### src/rtl/pqs_pkg.sv
package pqs_pkg;

  localparam int NSLOT  = 16;
  localparam int SW     = 4;
  localparam int NPRIO  = 8;
  localparam int LW     = 3;
  localparam int QW     = 4;
  localparam int PID_W  = 16;
  localparam int CNT_W  = 5;
  localparam int TIME_W = 11;
  localparam int CMD_W  = 5;
  localparam int CFG_IDX_W  = 2;
  localparam int CFG_DATA_W = 8;

  localparam logic [SW:0] SLOT_NONE = (SW+1)'(NSLOT);

  localparam logic [1:0] OP_TICK   = 2'd0;
  localparam logic [1:0] OP_CREATE = 2'd1;
  localparam logic [1:0] OP_STATUS = 2'd2;
  localparam logic [1:0] OP_PRIO   = 2'd3;

  localparam logic [1:0] ST_READY   = 2'd0;
  localparam logic [1:0] ST_BLOCKED = 2'd1;
  localparam logic [1:0] ST_KILLED  = 2'd2;
  localparam logic [1:0] ST_FREE    = 2'd3;

  localparam logic [1:0] RC_OK    = 2'd0;
  localparam logic [1:0] RC_ERR   = 2'd1;
  localparam logic [1:0] RC_FULL  = 2'd2;

  localparam logic [CFG_IDX_W-1:0] REG_SLOPE = 2'd0;
  localparam logic [CFG_IDX_W-1:0] REG_BASE  = 2'd1;
  localparam logic [CFG_IDX_W-1:0] REG_BPRIO = 2'd2;
  localparam logic [CFG_IDX_W-1:0] REG_AGING = 2'd3;

  localparam logic [CMD_W-1:0] C_NONE       = 5'd0;
  localparam logic [CMD_W-1:0] C_LOAD       = 5'd1;
  localparam logic [CMD_W-1:0] C_REM_DEC    = 5'd2;
  localparam logic [CMD_W-1:0] C_EXPIRE     = 5'd3;
  localparam logic [CMD_W-1:0] C_PUSH_CUR   = 5'd4;
  localparam logic [CMD_W-1:0] C_DISP_INIT  = 5'd5;
  localparam logic [CMD_W-1:0] C_DISP_STEP  = 5'd6;
  localparam logic [CMD_W-1:0] C_CODE_FULL  = 5'd7;
  localparam logic [CMD_W-1:0] C_CREATE     = 5'd8;
  localparam logic [CMD_W-1:0] C_CR_PUSH    = 5'd9;
  localparam logic [CMD_W-1:0] C_FIND_T     = 5'd10;
  localparam logic [CMD_W-1:0] C_CODE_ERR   = 5'd11;
  localparam logic [CMD_W-1:0] C_PRIO_SET   = 5'd12;
  localparam logic [CMD_W-1:0] C_SET_STATUS = 5'd13;
  localparam logic [CMD_W-1:0] C_FIND_P     = 5'd14;
  localparam logic [CMD_W-1:0] C_UNBLOCK_P  = 5'd15;
  localparam logic [CMD_W-1:0] C_KILL_FIN   = 5'd16;
  localparam logic [CMD_W-1:0] C_OUT_LOAD   = 5'd17;

  typedef struct packed {
    logic [1:0]       op;
    logic [PID_W-1:0] target_pid;
    logic [1:0]       status_req;
    logic [2:0]       prio_req;
    logic             foreground;
  } in_item_t;

  typedef struct packed {
    logic [1:0]       result_code;
    logic [PID_W-1:0] new_pid;
    logic             running_valid;
    logic [PID_W-1:0] running_pid;
    logic             switched;
    logic [CNT_W-1:0] alive_count;
    logic [CNT_W-1:0] ready_count;
  } out_item_t;

  typedef struct packed {
    logic [1:0] op;
    logic       cur_valid;
    logic       rem_gt1;
    logic       ready_nz;
    logic       disp_done;
    logic       free_found;
    logic       found;
    logic       ss_invalid;
    logic       ss_kill;
    logic       ss_need_parent;
    logic       kill_disp;
    logic       out_busy;
  } dp_status_t;

endpackage

### src/rtl/pqs_ctrl.sv
module pqs_ctrl (
  input  logic                        clk,
  input  logic                        rst,
  input  logic                        in_valid,
  output logic                        in_ready,
  input  pqs_pkg::dp_status_t         sts,
  output logic [pqs_pkg::CMD_W-1:0]   cmd
);
  import pqs_pkg::*;

  localparam logic [3:0] S_IDLE   = 4'd0;
  localparam logic [3:0] S_DEC    = 4'd1;
  localparam logic [3:0] S_TICK   = 4'd2;
  localparam logic [3:0] S_TPUSH  = 4'd3;
  localparam logic [3:0] S_DINIT  = 4'd4;
  localparam logic [3:0] S_DISP   = 4'd5;
  localparam logic [3:0] S_CREATE = 4'd6;
  localparam logic [3:0] S_CPUSH  = 4'd7;
  localparam logic [3:0] S_FIND   = 4'd8;
  localparam logic [3:0] S_CHK    = 4'd9;
  localparam logic [3:0] S_PFIND  = 4'd10;
  localparam logic [3:0] S_PUNB   = 4'd11;
  localparam logic [3:0] S_KFIN   = 4'd12;
  localparam logic [3:0] S_DONE   = 4'd13;

  logic [3:0] state, state_next;

  assign in_ready = (state == S_IDLE);

  always_comb begin
    state_next = state;
    cmd        = C_NONE;
    case (state)
      S_IDLE: begin
        if (in_valid) begin
          cmd        = C_LOAD;
          state_next = S_DEC;
        end
      end
      S_DEC: begin
        case (sts.op)
          OP_TICK:   state_next = S_TICK;
          OP_CREATE: state_next = S_CREATE;
          default:   state_next = S_FIND;
        endcase
      end
      S_TICK: begin
        if (sts.cur_valid) begin
          if (sts.rem_gt1) begin
            cmd        = C_REM_DEC;
            state_next = S_DONE;
          end else begin
            cmd        = C_EXPIRE;
            state_next = S_TPUSH;
          end
        end else if (sts.ready_nz) begin
          state_next = S_DINIT;
        end else begin
          state_next = S_DONE;
        end
      end
      S_TPUSH: begin
        cmd        = C_PUSH_CUR;
        state_next = S_DINIT;
      end
      S_DINIT: begin
        cmd        = C_DISP_INIT;
        state_next = S_DISP;
      end
      S_DISP: begin
        cmd = C_DISP_STEP;
        if (sts.disp_done) state_next = S_DONE;
      end
      S_CREATE: begin
        if (sts.free_found) begin
          cmd        = C_CREATE;
          state_next = S_CPUSH;
        end else begin
          cmd        = C_CODE_FULL;
          state_next = S_DONE;
        end
      end
      S_CPUSH: begin
        cmd        = C_CR_PUSH;
        state_next = S_DONE;
      end
      S_FIND: begin
        cmd        = C_FIND_T;
        state_next = S_CHK;
      end
      S_CHK: begin
        if (!sts.found) begin
          cmd        = C_CODE_ERR;
          state_next = S_DONE;
        end else if (sts.op == OP_PRIO) begin
          cmd        = C_PRIO_SET;
          state_next = S_DONE;
        end else begin
          cmd = C_SET_STATUS;
          if (sts.ss_invalid || !sts.ss_kill) state_next = S_DONE;
          else if (sts.ss_need_parent)        state_next = S_PFIND;
          else                                state_next = S_KFIN;
        end
      end
      S_PFIND: begin
        cmd        = C_FIND_P;
        state_next = S_PUNB;
      end
      S_PUNB: begin
        cmd        = C_UNBLOCK_P;
        state_next = S_KFIN;
      end
      S_KFIN: begin
        cmd        = C_KILL_FIN;
        state_next = sts.kill_disp ? S_DINIT : S_DONE;
      end
      S_DONE: begin
        if (!sts.out_busy) begin
          cmd        = C_OUT_LOAD;
          state_next = S_IDLE;
        end
      end
      default: state_next = S_IDLE;
    endcase
  end

  always_ff @(posedge clk) begin
    if (rst) begin
      state <= S_IDLE;
    end else begin
      state <= state_next;
    end
  end

endmodule

### src/rtl/pqs_dpath.sv
module pqs_dpath (
  input  logic                              clk,
  input  logic                              rst,
  input  logic [pqs_pkg::CMD_W-1:0]         cmd,
  output pqs_pkg::dp_status_t               sts,
  input  pqs_pkg::in_item_t                 in_item,
  output logic                              out_valid,
  input  logic                              out_ready,
  output pqs_pkg::out_item_t                out_item,
  input  logic                              cfg_valid,
  input  logic [pqs_pkg::CFG_IDX_W-1:0]     cfg_index,
  input  logic [pqs_pkg::CFG_DATA_W-1:0]    cfg_data
);
  import pqs_pkg::*;

  // Slot table.
  logic [1:0]       st   [NSLOT];
  logic [PID_W-1:0] pid  [NSLOT];
  logic [PID_W-1:0] par  [NSLOT];
  logic [LW-1:0]    pri  [NSLOT];
  logic             fgd  [NSLOT];
  logic [15:0]      age  [NSLOT];
  logic [SW:0]      nxt  [NSLOT];
  logic             qd   [NSLOT];
  // Queue heads and tails, active and expired arrays.
  logic [SW:0]      qhead [2*NPRIO];
  logic [SW:0]      qtail [2*NPRIO];

  logic              active;
  logic [LW-1:0]     scan;
  logic              pass;
  logic [SW:0]       cur;
  logic [TIME_W-1:0] rem;
  logic [CNT_W-1:0]  alive, ready;
  logic [PID_W-1:0]  pidc;

  logic [7:0]        qslope, qbase;
  logic [LW-1:0]     bprio;
  logic              aging_en;

  in_item_t          item;
  logic [SW:0]       prev_cur;
  logic [1:0]        code;
  logic [PID_W-1:0]  npid;
  logic [SW-1:0]     sidx, pidx;
  logic              found;
  logic [1:0]        last_st;

  logic              cur_valid;
  logic [SW-1:0]     ci;
  logic [QW-1:0]     q_act;
  logic [SW:0]       h;
  logic              h_none;
  logic [TIME_W-1:0] quantum;
  logic              free_found;
  logic [SW-1:0]     free_idx;
  logic [PID_W-1:0]  key;
  logic              m_found;
  logic [SW-1:0]     m_idx;
  logic              drop_hit;
  logic              pop_en, push_en;
  logic [SW-1:0]     ps;
  logic [QW-1:0]     qp;
  logic [SW:0]       pt;
  logic [SW:0]       pn;
  logic              ss_invalid;
  logic              dec_r;
  logic [CNT_W-1:0]  ready_after;
  logic              blk_cur;

  assign cur_valid = !cur[SW];
  assign ci        = cur[SW-1:0];
  assign q_act     = {active, scan};
  assign h         = qhead[q_act];
  assign h_none    = h[SW];
  assign pn        = nxt[h[SW-1:0]];
  assign quantum   = TIME_W'(qslope) * TIME_W'(scan) + TIME_W'(qbase);
  assign drop_hit  = cur_valid && (h == cur);

  // Lowest slot that is free or killed.
  always_comb begin
    free_found = 1'b0;
    free_idx   = '0;
    for (int i = NSLOT - 1; i >= 0; i--) begin
      if (st[i] == ST_FREE || st[i] == ST_KILLED) begin
        free_found = 1'b1;
        free_idx   = SW'(i);
      end
    end
  end

  assign key = (cmd == C_FIND_P) ? par[sidx] : item.target_pid;

  always_comb begin
    m_found = 1'b0;
    m_idx   = '0;
    for (int i = NSLOT - 1; i >= 0; i--) begin
      if (st[i] != ST_FREE && pid[i] == key) begin
        m_found = 1'b1;
        m_idx   = SW'(i);
      end
    end
  end

  assign ss_invalid = (item.status_req == ST_FREE) || (st[sidx] == item.status_req) ||
                      (st[sidx] == ST_KILLED);
  assign dec_r       = (last_st == ST_READY) && (ready != '0);
  assign ready_after = ready - CNT_W'(dec_r);
  assign blk_cur     = cur_valid && fgd[sidx] && (st[ci] == ST_READY);

  always_comb begin
    pop_en  = 1'b0;
    push_en = 1'b0;
    ps      = sidx;
    case (cmd)
      C_EXPIRE:    pop_en = drop_hit;
      C_KILL_FIN:  pop_en = drop_hit && (ci == sidx);
      C_DISP_STEP: pop_en = !h_none && (st[h[SW-1:0]] != ST_READY);
      C_PUSH_CUR: begin
        ps      = ci;
        push_en = (st[ci] != ST_BLOCKED);
      end
      C_CR_PUSH:   push_en = 1'b1;
      C_SET_STATUS: begin
        push_en = !ss_invalid && (st[sidx] == ST_BLOCKED) && (item.status_req == ST_READY);
      end
      C_UNBLOCK_P: begin
        ps      = pidx;
        push_en = found && (st[pidx] == ST_BLOCKED);
      end
      default: begin
        pop_en  = 1'b0;
        push_en = 1'b0;
      end
    endcase
  end

  assign qp = {~active, pri[ps]};
  assign pt = qtail[qp];

  always_comb begin
    sts.op             = item.op;
    sts.cur_valid      = cur_valid;
    sts.rem_gt1        = rem > TIME_W'(1);
    sts.ready_nz       = ready != '0;
    sts.disp_done      = (!h_none && st[h[SW-1:0]] == ST_READY) ||
                         (h_none && scan == LW'(NPRIO - 1) && (ready == '0 || pass));
    sts.free_found     = free_found;
    sts.found          = found;
    sts.ss_invalid     = ss_invalid;
    sts.ss_kill        = item.status_req == ST_KILLED;
    sts.ss_need_parent = fgd[sidx] && (par[sidx] != '0);
    sts.kill_disp      = (cur == {1'b0, sidx}) && (ready_after != '0);
    sts.out_busy       = out_valid && !out_ready;
  end

  always_ff @(posedge clk) begin
    if (rst) begin
      for (int i = 0; i < NSLOT; i++) begin
        st[i] <= ST_FREE;
        qd[i] <= 1'b0;
      end
      for (int i = 0; i < 2 * NPRIO; i++) begin
        qhead[i] <= SLOT_NONE;
        qtail[i] <= SLOT_NONE;
      end
      active    <= 1'b0;
      scan      <= '0;
      pass      <= 1'b0;
      cur       <= SLOT_NONE;
      rem       <= '0;
      alive     <= '0;
      ready     <= '0;
      pidc      <= '0;
      qslope    <= 8'd1;
      qbase     <= 8'd1;
      bprio     <= 3'd4;
      aging_en  <= 1'b0;
      out_valid <= 1'b0;
      found     <= 1'b0;
    end else begin
      if (cfg_valid) begin
        case (cfg_index)
          REG_SLOPE: qslope   <= cfg_data;
          REG_BASE:  qbase    <= cfg_data;
          REG_BPRIO: bprio    <= cfg_data[LW-1:0];
          REG_AGING: aging_en <= cfg_data[0];
          default:   qslope   <= qslope;
        endcase
      end

      if (out_valid && out_ready && cmd != C_OUT_LOAD) out_valid <= 1'b0;

      // Unlink the head of the active queue that the scan points at.
      if (pop_en) begin
        if (qtail[q_act] == h || pn[SW]) begin
          qhead[q_act] <= SLOT_NONE;
          qtail[q_act] <= SLOT_NONE;
        end else begin
          qhead[q_act] <= pn;
        end
        qd[h[SW-1:0]] <= 1'b0;
      end

      // Append to the expired array; a slot already queued keeps its place.
      if (push_en && !qd[ps]) begin
        nxt[ps] <= SLOT_NONE;
        if (!pt[SW]) nxt[pt[SW-1:0]] <= {1'b0, ps};
        else         qhead[qp] <= {1'b0, ps};
        qtail[qp] <= {1'b0, ps};
        qd[ps]    <= 1'b1;
      end

      case (cmd)
        C_LOAD: begin
          item     <= in_item;
          prev_cur <= cur;
          code     <= RC_OK;
          npid     <= '0;
        end
        C_REM_DEC: rem <= rem - TIME_W'(1);
        C_EXPIRE: begin
          rem     <= '0;
          age[ci] <= age[ci] + 16'd1;
          if (aging_en && pri[ci] != LW'(NPRIO - 1)) pri[ci] <= pri[ci] + LW'(1);
        end
        C_PUSH_CUR: cur <= SLOT_NONE;
        C_DISP_INIT: pass <= 1'b0;
        C_DISP_STEP: begin
          if (h_none) begin
            if (scan != LW'(NPRIO - 1)) begin
              scan <= scan + LW'(1);
            end else begin
              active <= ~active;
              scan   <= '0;
              cur    <= SLOT_NONE;
              pass   <= 1'b1;
            end
          end else if (st[h[SW-1:0]] == ST_READY) begin
            cur <= h;
            rem <= quantum;
          end
        end
        C_CODE_FULL: code <= RC_FULL;
        C_CODE_ERR:  code <= RC_ERR;
        C_CREATE: begin
          sidx           <= free_idx;
          pid[free_idx]  <= pidc + PID_W'(1);
          par[free_idx]  <= cur_valid ? pid[ci] : '0;
          fgd[free_idx]  <= cur_valid ? (fgd[ci] & item.foreground) : 1'b1;
          pri[free_idx]  <= bprio;
          st[free_idx]   <= ST_READY;
          age[free_idx]  <= '0;
          alive          <= alive + CNT_W'(1);
          ready          <= ready + CNT_W'(1);
          pidc           <= pidc + PID_W'(1);
          npid           <= pidc + PID_W'(1);
        end
        C_CR_PUSH: begin
          // A foreground child blocks its running parent.
          if (blk_cur) begin
            st[ci] <= ST_BLOCKED;
            if (ready != '0) ready <= ready - CNT_W'(1);
            rem    <= TIME_W'(1);
          end
        end
        C_FIND_T: begin
          sidx  <= m_idx;
          found <= m_found;
        end
        C_FIND_P: begin
          pidx  <= m_idx;
          found <= m_found;
        end
        C_PRIO_SET: begin
          if (st[sidx] == ST_KILLED) code <= RC_ERR;
          else                       pri[sidx] <= item.prio_req;
        end
        C_SET_STATUS: begin
          last_st <= st[sidx];
          if (ss_invalid) begin
            code <= RC_ERR;
          end else begin
            st[sidx] <= item.status_req;
            if (st[sidx] == ST_BLOCKED && item.status_req == ST_READY) begin
              ready <= ready + CNT_W'(1);
            end else if (st[sidx] == ST_READY && item.status_req == ST_BLOCKED) begin
              if (ready != '0) ready <= ready - CNT_W'(1);
              if (cur == {1'b0, sidx}) rem <= TIME_W'(1);
            end
          end
        end
        C_UNBLOCK_P: begin
          if (found && st[pidx] == ST_BLOCKED) begin
            st[pidx] <= ST_READY;
            ready    <= ready + CNT_W'(1);
          end
        end
        C_KILL_FIN: begin
          if (alive != '0) alive <= alive - CNT_W'(1);
          ready <= ready_after;
          if (cur == {1'b0, sidx}) cur <= SLOT_NONE;
        end
        C_OUT_LOAD: begin
          out_valid              <= 1'b1;
          out_item.result_code   <= code;
          out_item.new_pid       <= npid;
          out_item.running_valid <= cur_valid;
          out_item.running_pid   <= cur_valid ? pid[ci] : '0;
          out_item.switched      <= cur != prev_cur;
          out_item.alive_count   <= alive;
          out_item.ready_count   <= ready;
        end
        default: rem <= rem;
      endcase
    end
  end

endmodule

### src/rtl/priority_quantum_scheduler_unit.sv
// One event at a time: a new event is taken only in the idle state. A tick that dispatches
// may walk both queue arrays, one level or one dropped head per cycle.
// The dispatch scan and a held result beat both delay the return to idle.
// The next event is taken while the previous result beat still waits at the output.
// Synchronous reset: all slots free, all queues empty, idle, registers at defaults.
module priority_quantum_scheduler_unit (
  input  logic                              clk,
  input  logic                              rst,
  input  logic                              in_valid,
  output logic                              in_ready,
  input  pqs_pkg::in_item_t                 in_item,
  output logic                              out_valid,
  input  logic                              out_ready,
  output pqs_pkg::out_item_t                out_item,
  input  logic                              cfg_valid,
  output logic                              cfg_ready,
  input  logic [pqs_pkg::CFG_IDX_W-1:0]     cfg_index,
  input  logic [pqs_pkg::CFG_DATA_W-1:0]    cfg_data
);
  import pqs_pkg::*;

  logic [CMD_W-1:0] cmd;
  dp_status_t       sts;

  assign cfg_ready = 1'b1;

  pqs_ctrl u_ctrl (
    .clk      (clk),
    .rst      (rst),
    .in_valid (in_valid),
    .in_ready (in_ready),
    .sts      (sts),
    .cmd      (cmd)
  );

  pqs_dpath u_dpath (
    .clk       (clk),
    .rst       (rst),
    .cmd       (cmd),
    .sts       (sts),
    .in_item   (in_item),
    .out_valid (out_valid),
    .out_ready (out_ready),
    .out_item  (out_item),
    .cfg_valid (cfg_valid),
    .cfg_index (cfg_index),
    .cfg_data  (cfg_data)
  );

endmodule

### config.mk
export PLATFORM = sky130hd
export DESIGN_NAME = priority_quantum_scheduler_unit
export DESIGN_NICKNAME = d
export VERILOG_FILES = /design/src/rtl/pqs_pkg.sv /design/src/rtl/pqs_ctrl.sv /design/src/rtl/pqs_dpath.sv /design/src/rtl/priority_quantum_scheduler_unit.sv
export SDC_FILE = /design/constraint.sdc
export NUM_CORES = 2
export LEC_CHECK = 0
export BUFFER_PORTS_ARGS = -buffer_cell sky130_fd_sc_hd__buf_2
export CORE_UTILIZATION = 27
export DETAILED_ROUTE_END_ITERATION = 8
export HOLD_SLACK_MARGIN = 0.15
export PLACE_DENSITY = 0.45
export SLEW_MARGIN = 15
export SYNTH_ARGS = -nofsm -noshare
export SYNTH_HDL_FRONTEND = slang
export SYNTH_SLANG_ARGS = --single-unit
### constraint.sdc
create_clock -name clk -period 6.1 [get_ports clk]
set_input_delay 0.61 -clock clk [delete_from_list [all_inputs] [get_ports clk]]
set_output_delay 0.61 -clock clk [all_outputs]
set_load 0.03 [all_outputs]
Word level (Yosys, flattened, before mapping)
Memory sizes are Yosys's and may differ from the RTL's. A register that Yosys moved wholly into a read port is not among the register bits.
Index checks and enable logic that the tools add are counted.
{"block": "word_totals", "register_bits": 176, "mem_bits_rw": 864, "input_bits": 39, "output_inout_bits": 49, "elab_cells": 536, "n_memories": 9}
{"name": "u_dpath.par", "depth": 16, "width": 16, "read_ports": 1, "rd_clocked_by_memory_dff": 1, "wr": 1, "line": "pqs_dpath.sv:19", "source": "logic [PID_W-1:0] par [NSLOT];"}
{"name": "u_dpath.pid", "depth": 16, "width": 16, "read_ports": 17, "rd_clocked_by_memory_dff": 1, "wr": 1, "line": "pqs_dpath.sv:18", "source": "logic [PID_W-1:0] pid [NSLOT];"}
{"name": "u_dpath.nxt", "depth": 16, "width": 5, "read_ports": 1, "rd_clocked_by_memory_dff": 0, "wr": 2, "line": "pqs_dpath.sv:23", "source": "logic [SW:0] nxt [NSLOT];"}
{"name": "u_dpath.qhead", "depth": 16, "width": 5, "read_ports": 1, "rd_clocked_by_memory_dff": 0, "wr": 16, "line": "pqs_dpath.sv:26", "source": "logic [SW:0] qhead [2*NPRIO];"}
{"name": "u_dpath.qtail", "depth": 16, "width": 5, "read_ports": 2, "rd_clocked_by_memory_dff": 0, "wr": 16, "line": "pqs_dpath.sv:27", "source": "logic [SW:0] qtail [2*NPRIO];"}
{"name": "u_dpath.pri", "depth": 16, "width": 3, "read_ports": 2, "rd_clocked_by_memory_dff": 1, "wr": 1, "line": "pqs_dpath.sv:20", "source": "logic [LW-1:0] pri [NSLOT];"}
{"name": "+3 memories"}
{"block": "classes", "addsub": 10, "n_mul": 1, "n_lt_le_gt_ge": 1, "eq_ne": 136, "mux": 221, "bitwise_logic": 5, "reduce_logical": 120}
{"operator": "two-way mux 4 bit", "count": 68}
{"operator": "equality test 16 bit", "count": 16}
{"operator": "two-way mux 1 bit", "count": 101}
{"operator": "two-way mux 5 bit", "count": 19}
{"operator": "two-way mux 11 bit", "count": 7}
{"operator": "equality test 2 bit (second input constant)", "count": 38}
{"operator": "case mux 5 bit (13 select lines)", "count": 1}
{"operator": "case mux 4 bit (14 select lines)", "count": 1}
{"operator": "case mux 11 bit (5 select lines)", "count": 1}
{"operator": "inequality test 2 bit (second input constant)", "count": 23}
{"operator": "equality test 5 x 4 -> 1 bit (second input constant)", "count": 8}
{"operator": "logical AND 1 bit", "count": 37}
{"operator": "two-way mux 16 bit", "count": 2}
{"operator": "case mux 16 bit (2 select lines)", "count": 1}
{"operator": "nonzero test 5 bit", "count": 6}
{"operator": "case mux 5 bit (5 select lines)", "count": 1}
{"operator": "equality test 4 bit (second input constant)", "count": 6}
{"operator": "case mux 4 bit (2 select lines)", "count": 3}
{"operator": "AND reduction 2 bit", "count": 12}
{"operator": "logical OR 1 bit", "count": 22}
{"operator": "inequality test 2 x 1 -> 1 bit (second input constant)", "count": 11}
{"operator": "equality test 5 x 3 -> 1 bit (second input constant)", "count": 4}
{"operator": "OR reduction 5 bit", "count": 4}
{"operator": "adder 16 x 1 -> 16 bit (second input constant)", "count": 1}
{"operator": "49 further kinds", "count": 101}

Depth between registers and ports, before layout
An unclocked memory read counts as a cell.
{"block": "logic_depth", "ltp_word": 43, "depth_mapped": 23, "mapped_depth_nobuf": 17}

Modules after synthesis
A second synthesis with hierarchy kept.
{"block": "hier_totals", "hier_cells": 4117, "hier_area_um2": 53186.0}
{"mod": "pqs_dpath", "instances": 1, "cells_per_inst": 4024, "area_per_inst_um2": 52603.0, "seq_area_each_um2": 30499.3}
{"mod": "pqs_ctrl", "instances": 1, "cells_per_inst": 91, "area_per_inst_um2": 571.8, "seq_area_each_um2": 80.1}
{"mod": "priority_quantum_scheduler_unit", "instances": 1, "cells_per_inst": 2, "area_per_inst_um2": 11.3, "seq_area_each_um2": 0.0}

Worst setup path before layout
OpenSTA, ideal clock, no wires.
{"block": "synth_path", "path_kind": "reg2reg", "start": "register u_dpath.scan[0]", "end": "register u_dpath.rem[10]", "setup_time_ns": 0.132, "t_arrival_ns": 5.789, "required_ns": 5.968, "slack_ns": 0.180, "path_stages_with_launch": 23, "n_path_buf": 6, "period_less_slack_ns": 5.920, "path_cell_list": "dfxtp_1 > clkbuf_1 > clkbuf_1 > clkbuf_1 > clkbuf_1 > clkbuf_1 > clkbuf_1 > nand2_1 > fa_1 > fa_1 > inv_1 > ha_1 > a21o_1 > a21o_1 > a21o_1 > a21oi_1 > o21bai_1 > a21oi_1 > o21bai_1 > a21oi_1 > xnor2_1 > a221oi_1 > nor3_1"}
{"block": "synth_between", "elab_chain_len": 5, "word_cells_on_any_way": 11, "cone_classes": "add/sub (1); mul (1); eq/ne (2); mux (3); reduce/logical (2); memory (2)"}
{"element": "from (decl)", "line": "pqs_dpath.sv:30", "source": "logic [LW-1:0] scan;"}
{"element": "from (signal assigned)", "line": "pqs_dpath.sv:232", "source": "scan <= scan + LW'(1);"}
{"element": "multiplier 8 x 3 -> 11 bit or memory read (16 x 5 bit) (tied branches)"}
{"element": "adder 11 x 8 -> 11 bit or memory read (16 x 2 bit) (tied branches)"}
{"element": "two-way mux 11 bit or zero test 2 bit (tied branches)", "line": "pqs_dpath.sv:239", "source": "end else if (st[h[SW-1:0]] == ST_READY) begin"}
{"element": "two-way mux 11 bit or inequality test 2 x 1 -> 1 bit (tied branches)"}
{"element": "case mux 11 bit (5 select lines) or AND reduction 8 bit (tied branches)"}
{"element": "to (signal assigned)", "line": "pqs_dpath.sv:221", "source": "C_REM_DEC: rem <= rem - TIME_W'(1);"}
{"element": "to (signal assigned)", "line": "pqs_dpath.sv:241", "source": "rem <= quantum;"}
{"element": "to (signal assigned)", "line": "pqs_dpath.sv:314", "source": "default: rem <= rem;"}
{"element": "to (decl)", "line": "pqs_dpath.sv:33", "source": "logic [TIME_W-1:0] rem;"}
Parallel ways exist; a longest one is shown, timed or not. The select of a mux whose other input is x is not followed.
A chain may end at the register's enable or synchronous reset.

==> flow_summary.ini <==
[logic_synthesis]
yosys_warnings = 0
yosys.area.top_type = edfxtp_1
synth_top_family_by_area = multiplexers
ys_ff_latch = 1052
synthSimpleGateAreaFrac_pct = 10.7
ys_types = 101
synth_adder_area_share_pct = 1.26
yosys-mux-area-fraction_pct = 14.2
synth_top_cells_by_area = edfxtp_1 (56%), mux4_2 (12%), xnor2_1 (4.0%)
syn-num-nets = 3680
yosysSeqAreaShare_pct = 59.8
synth_area_sq_um = 51100
synth_xor_area_share_pct = 5.42
synth-compound-area-share_pct = 6.24
synth_edf_count = 951
synth_flop_cell = edfxtp_1
synth_top_area_share_pct = 55.9
synthArstFlopShare_pct = 0
postSynthAreaPerCell_sq_um = 14.2
syn_inst = 3598

[place]
gp_congestion = 0.882
dp_hpwl_microns = 116000
place_area_sq_um = 55900
portBuffers = 86
dp.cells = 6189

[floorplanning]
chipHeight_microns = 437
start_util_pct = 27.2
io-pin-count = 88
rows = 159
fp.dieW_microns = 437
core_sq_um = 188000
dieArea_sq_um = 191000

[global_routing]
grt_max_degree = 56
antenna_found_initial = 3
grt_pass1_vias = 32400
grt_usage_pct = 17.1
grt-ovfl-total = 0
grt_pass1_wl_microns = 240000

[setup_path]
critical_path_required_ns = 6.48
end_kind = register
reg2reg_to = u_dpath.nxt[2][1]
slowest_delay_ns = 0.55
crit_fanout = 12
critPathLaunchType = register
crit_family = simple AND/OR/NAND/NOR gates
r2r-start = u_dpath.rem[3]
worstRegToRegCells = 18
reg2reg_slack_ns = 0.20
crit_buf_inv = 3
crit_type = register to register
crit_arrival_ns = 6.28
critPathLaunch = u_dpath.rem[3]
cp_slowest_cell = or4_4
cp_cell_sequence = or4_4, or4_4, nor4_4, buf_4, o311a_2, a22oi_1, and2_2, buf_4, nand3_1, a21oi_1, o41a_2, buf_12, mux2i_1, mux4_2, a21oi_1, nor2b_2, nand4_1, o21ai_0

[timing]
rsz0062_at_grt = yes
relSlewSlack_pct = 27.2
slew_violations = 0
min_period_ns = 5.90
finClkSkew_ns = 0.0594
clock.fmax_mhz = 169
worstMarginPinSlew_ns = 1.09
hold_viol_final = 0
hold_slack_ns = 0.275
period_share_pct = 96.7
final-setup-viol-count = 0

[detailed_routing]
wl_microns = 166000
dr.first_iter.drc_count = 3034
vias = 32500
via_per_inst = 5.04
antenna_left = 0
drcViolationCount = 32
drt_pre_antenna_iters = 8
wire_per_inst_microns = 25.7

[run_status]
status = finished with violations
violations = design-rule violations

[layout]
drive_above_1_share_pct = 23.6
layout.cells.non_filler = 6450
nFillCells = 18500
fin_nets = 3934
utilization_pct = 32.1
final_cell_area_sq_um = 60300
area.growth.synth_to_final_pct = 18.0

[cts]
clk_latency_ns = 0.78
numCtsBuffers = 118
cts_tree = built
h-tree-depth = 3
cts_buffer_depth = 3
clock_tree.root_cell = clkbuf_16
cts.sinks = 1052
clk_pin_slew_ns = 0.06

[worst_hold_path]
whs_endpoint = u_dpath.aging_en
min_path_cells = 4
min_from = cfg_index[1]
hp-class = input port to register

[pwr]
power_density_nw_per_um2 = 324
p_leak_nw = 20.1
power_mw = 19.5
vdd.ir_drop.worst_mv = 0.239

[run]
maxCapViolCount = 0
## report_power, final
group / leakage, nW / internal [mW] / switching [mW]
logic: 8.18 / 1.45 / 2.29
clock network: 1.94 / 4.30 / 3.09
registers: 9.95 / 8.12 / 0.277
total: 20.1 / 13.9 / 5.66
## per-layer routing
metal / wire length, microns / vias to the layer above / track usage [%]
met5: 0 / - / 0
met4: 4040 / 0 / 4.84
met3: 8420 / 182 / 1.97
met2: 77500 / 1074 / 27.2
met1: 75800 / 17000 / 24.5
li1: - / 14300 / -
## cells by family after synthesis
family / Yosys count
DFF: 1052
xor gates and xnor gates: 316
and+or+nand+nor: 1075
adders and majority gates: 43
muxes: 381
AOI/OAI and AO/OA: 454
buffers and inverters: 276
other: 1
## registers in the layout (all words and copies together) (netlist names), 5 cells and up, named ones only
register	cells
u_dpath.st	32
u_dpath.item	22
u_dpath.prev_cur	5
u_dpath.pri	48
u_dpath.pid	256
u_dpath.alive	5
u_dpath.pidc	16
u_dpath.qd	16
u_dpath.qtail	80
u_dpath.rem	11
u_dpath.npid	16
u_dpath.par	256
u_dpath.qhead	80
u_dpath.nxt	80
u_dpath.qbase	8
u_dpath.cur	5
u_dpath.out_item	46
u_dpath.qslope	8
u_dpath.ready	5
u_dpath.fgd	16
## worst max path at each step
stage                               end  depth (start not counted)
floorplan               u_dpath.rem[10]                         22
finish                u_dpath.nxt[2][1]                         18
global placement      u_dpath.nxt[0][0]                         17
global route        u_dpath.qhead[7][1]                         18
CTS                   u_dpath.nxt[0][2]                         18
detailed placement    u_dpath.nxt[0][2]                         17
## area by class of cell
class,count,area (sq um),share of cell area (%)
inverters,74,278,0.461
clock buffers,135,3020,5.00
clock inverters,86,961,1.59
multi-input cells,2270,19700,32.7
flip-flops and latches,1052,30600,50.8
diodes,2,5.00,0.00830
repair buffers,336,2600,4.32
well taps,2495,3120,5.18
## layout by cell type (no fill, tap or decap), types with 85 or more instances in the layout
cell / count
buf_2: 85
buf_4: 202
xnor2_1: 235
clkbuf_16: 118
dfxtp_1: 92
a21oi_1: 104
mux4_2: 272
nor2_1: 304
nand2_1: 230
edfxtp_1: 951
## through the flow
step	setup WS [ns]	setup TNS, ns
finish	0.200	0
global route	-0.100	-1.57
CTS	0.0867	0
detailed placement	-0.0622	-0.249
global placement	0.0641	0
floorplan	0.180	0
## timing repair
item                                   in CTS  in global routing
endpoints found under the hold margin      40                  0
pin swaps                                   1                  2
setup endpoints to repair                   8                107
resized for setup                           1                 12
buffers inserted                            2                  4
cloned                                      0                  0
hold buffers                               32                  0
## worst register-to-register path, cell delays in order (launching register included)
cell and delay [ns]:
dfxtp_1 0.35, or4_4 0.55, or4_4 0.48, nor4_4 0.26, buf_4 0.21, o311a_2 0.29, a22oi_1 0.14, and2_2 0.31
buf_4 0.21, nand3_1 0.09, a21oi_1 0.08, o41a_2 0.50, buf_12 0.17, mux2i_1 0.14, mux4_2 0.47, a21oi_1 0.45
nor2b_2 0.35, nand4_1 0.18, o21ai_0 0.31
## synth_stat cells (all sizes together), types with 35 or more instances
master and count:
mux2i 85, mux4 272, o21ai 73, nand2b 37
o21bai 35, a21o 50, edfxtp 951, nand2 232
dfxtp 101, xnor2 236, and2 87, nor2 327
inv 73, a21oi 108, nor2b 37, nand3 50
nor3 123, clkbuf 124, xor2 80, nor4 58
nand4 36, buf 78
Power figures use the tool's default switching activity.
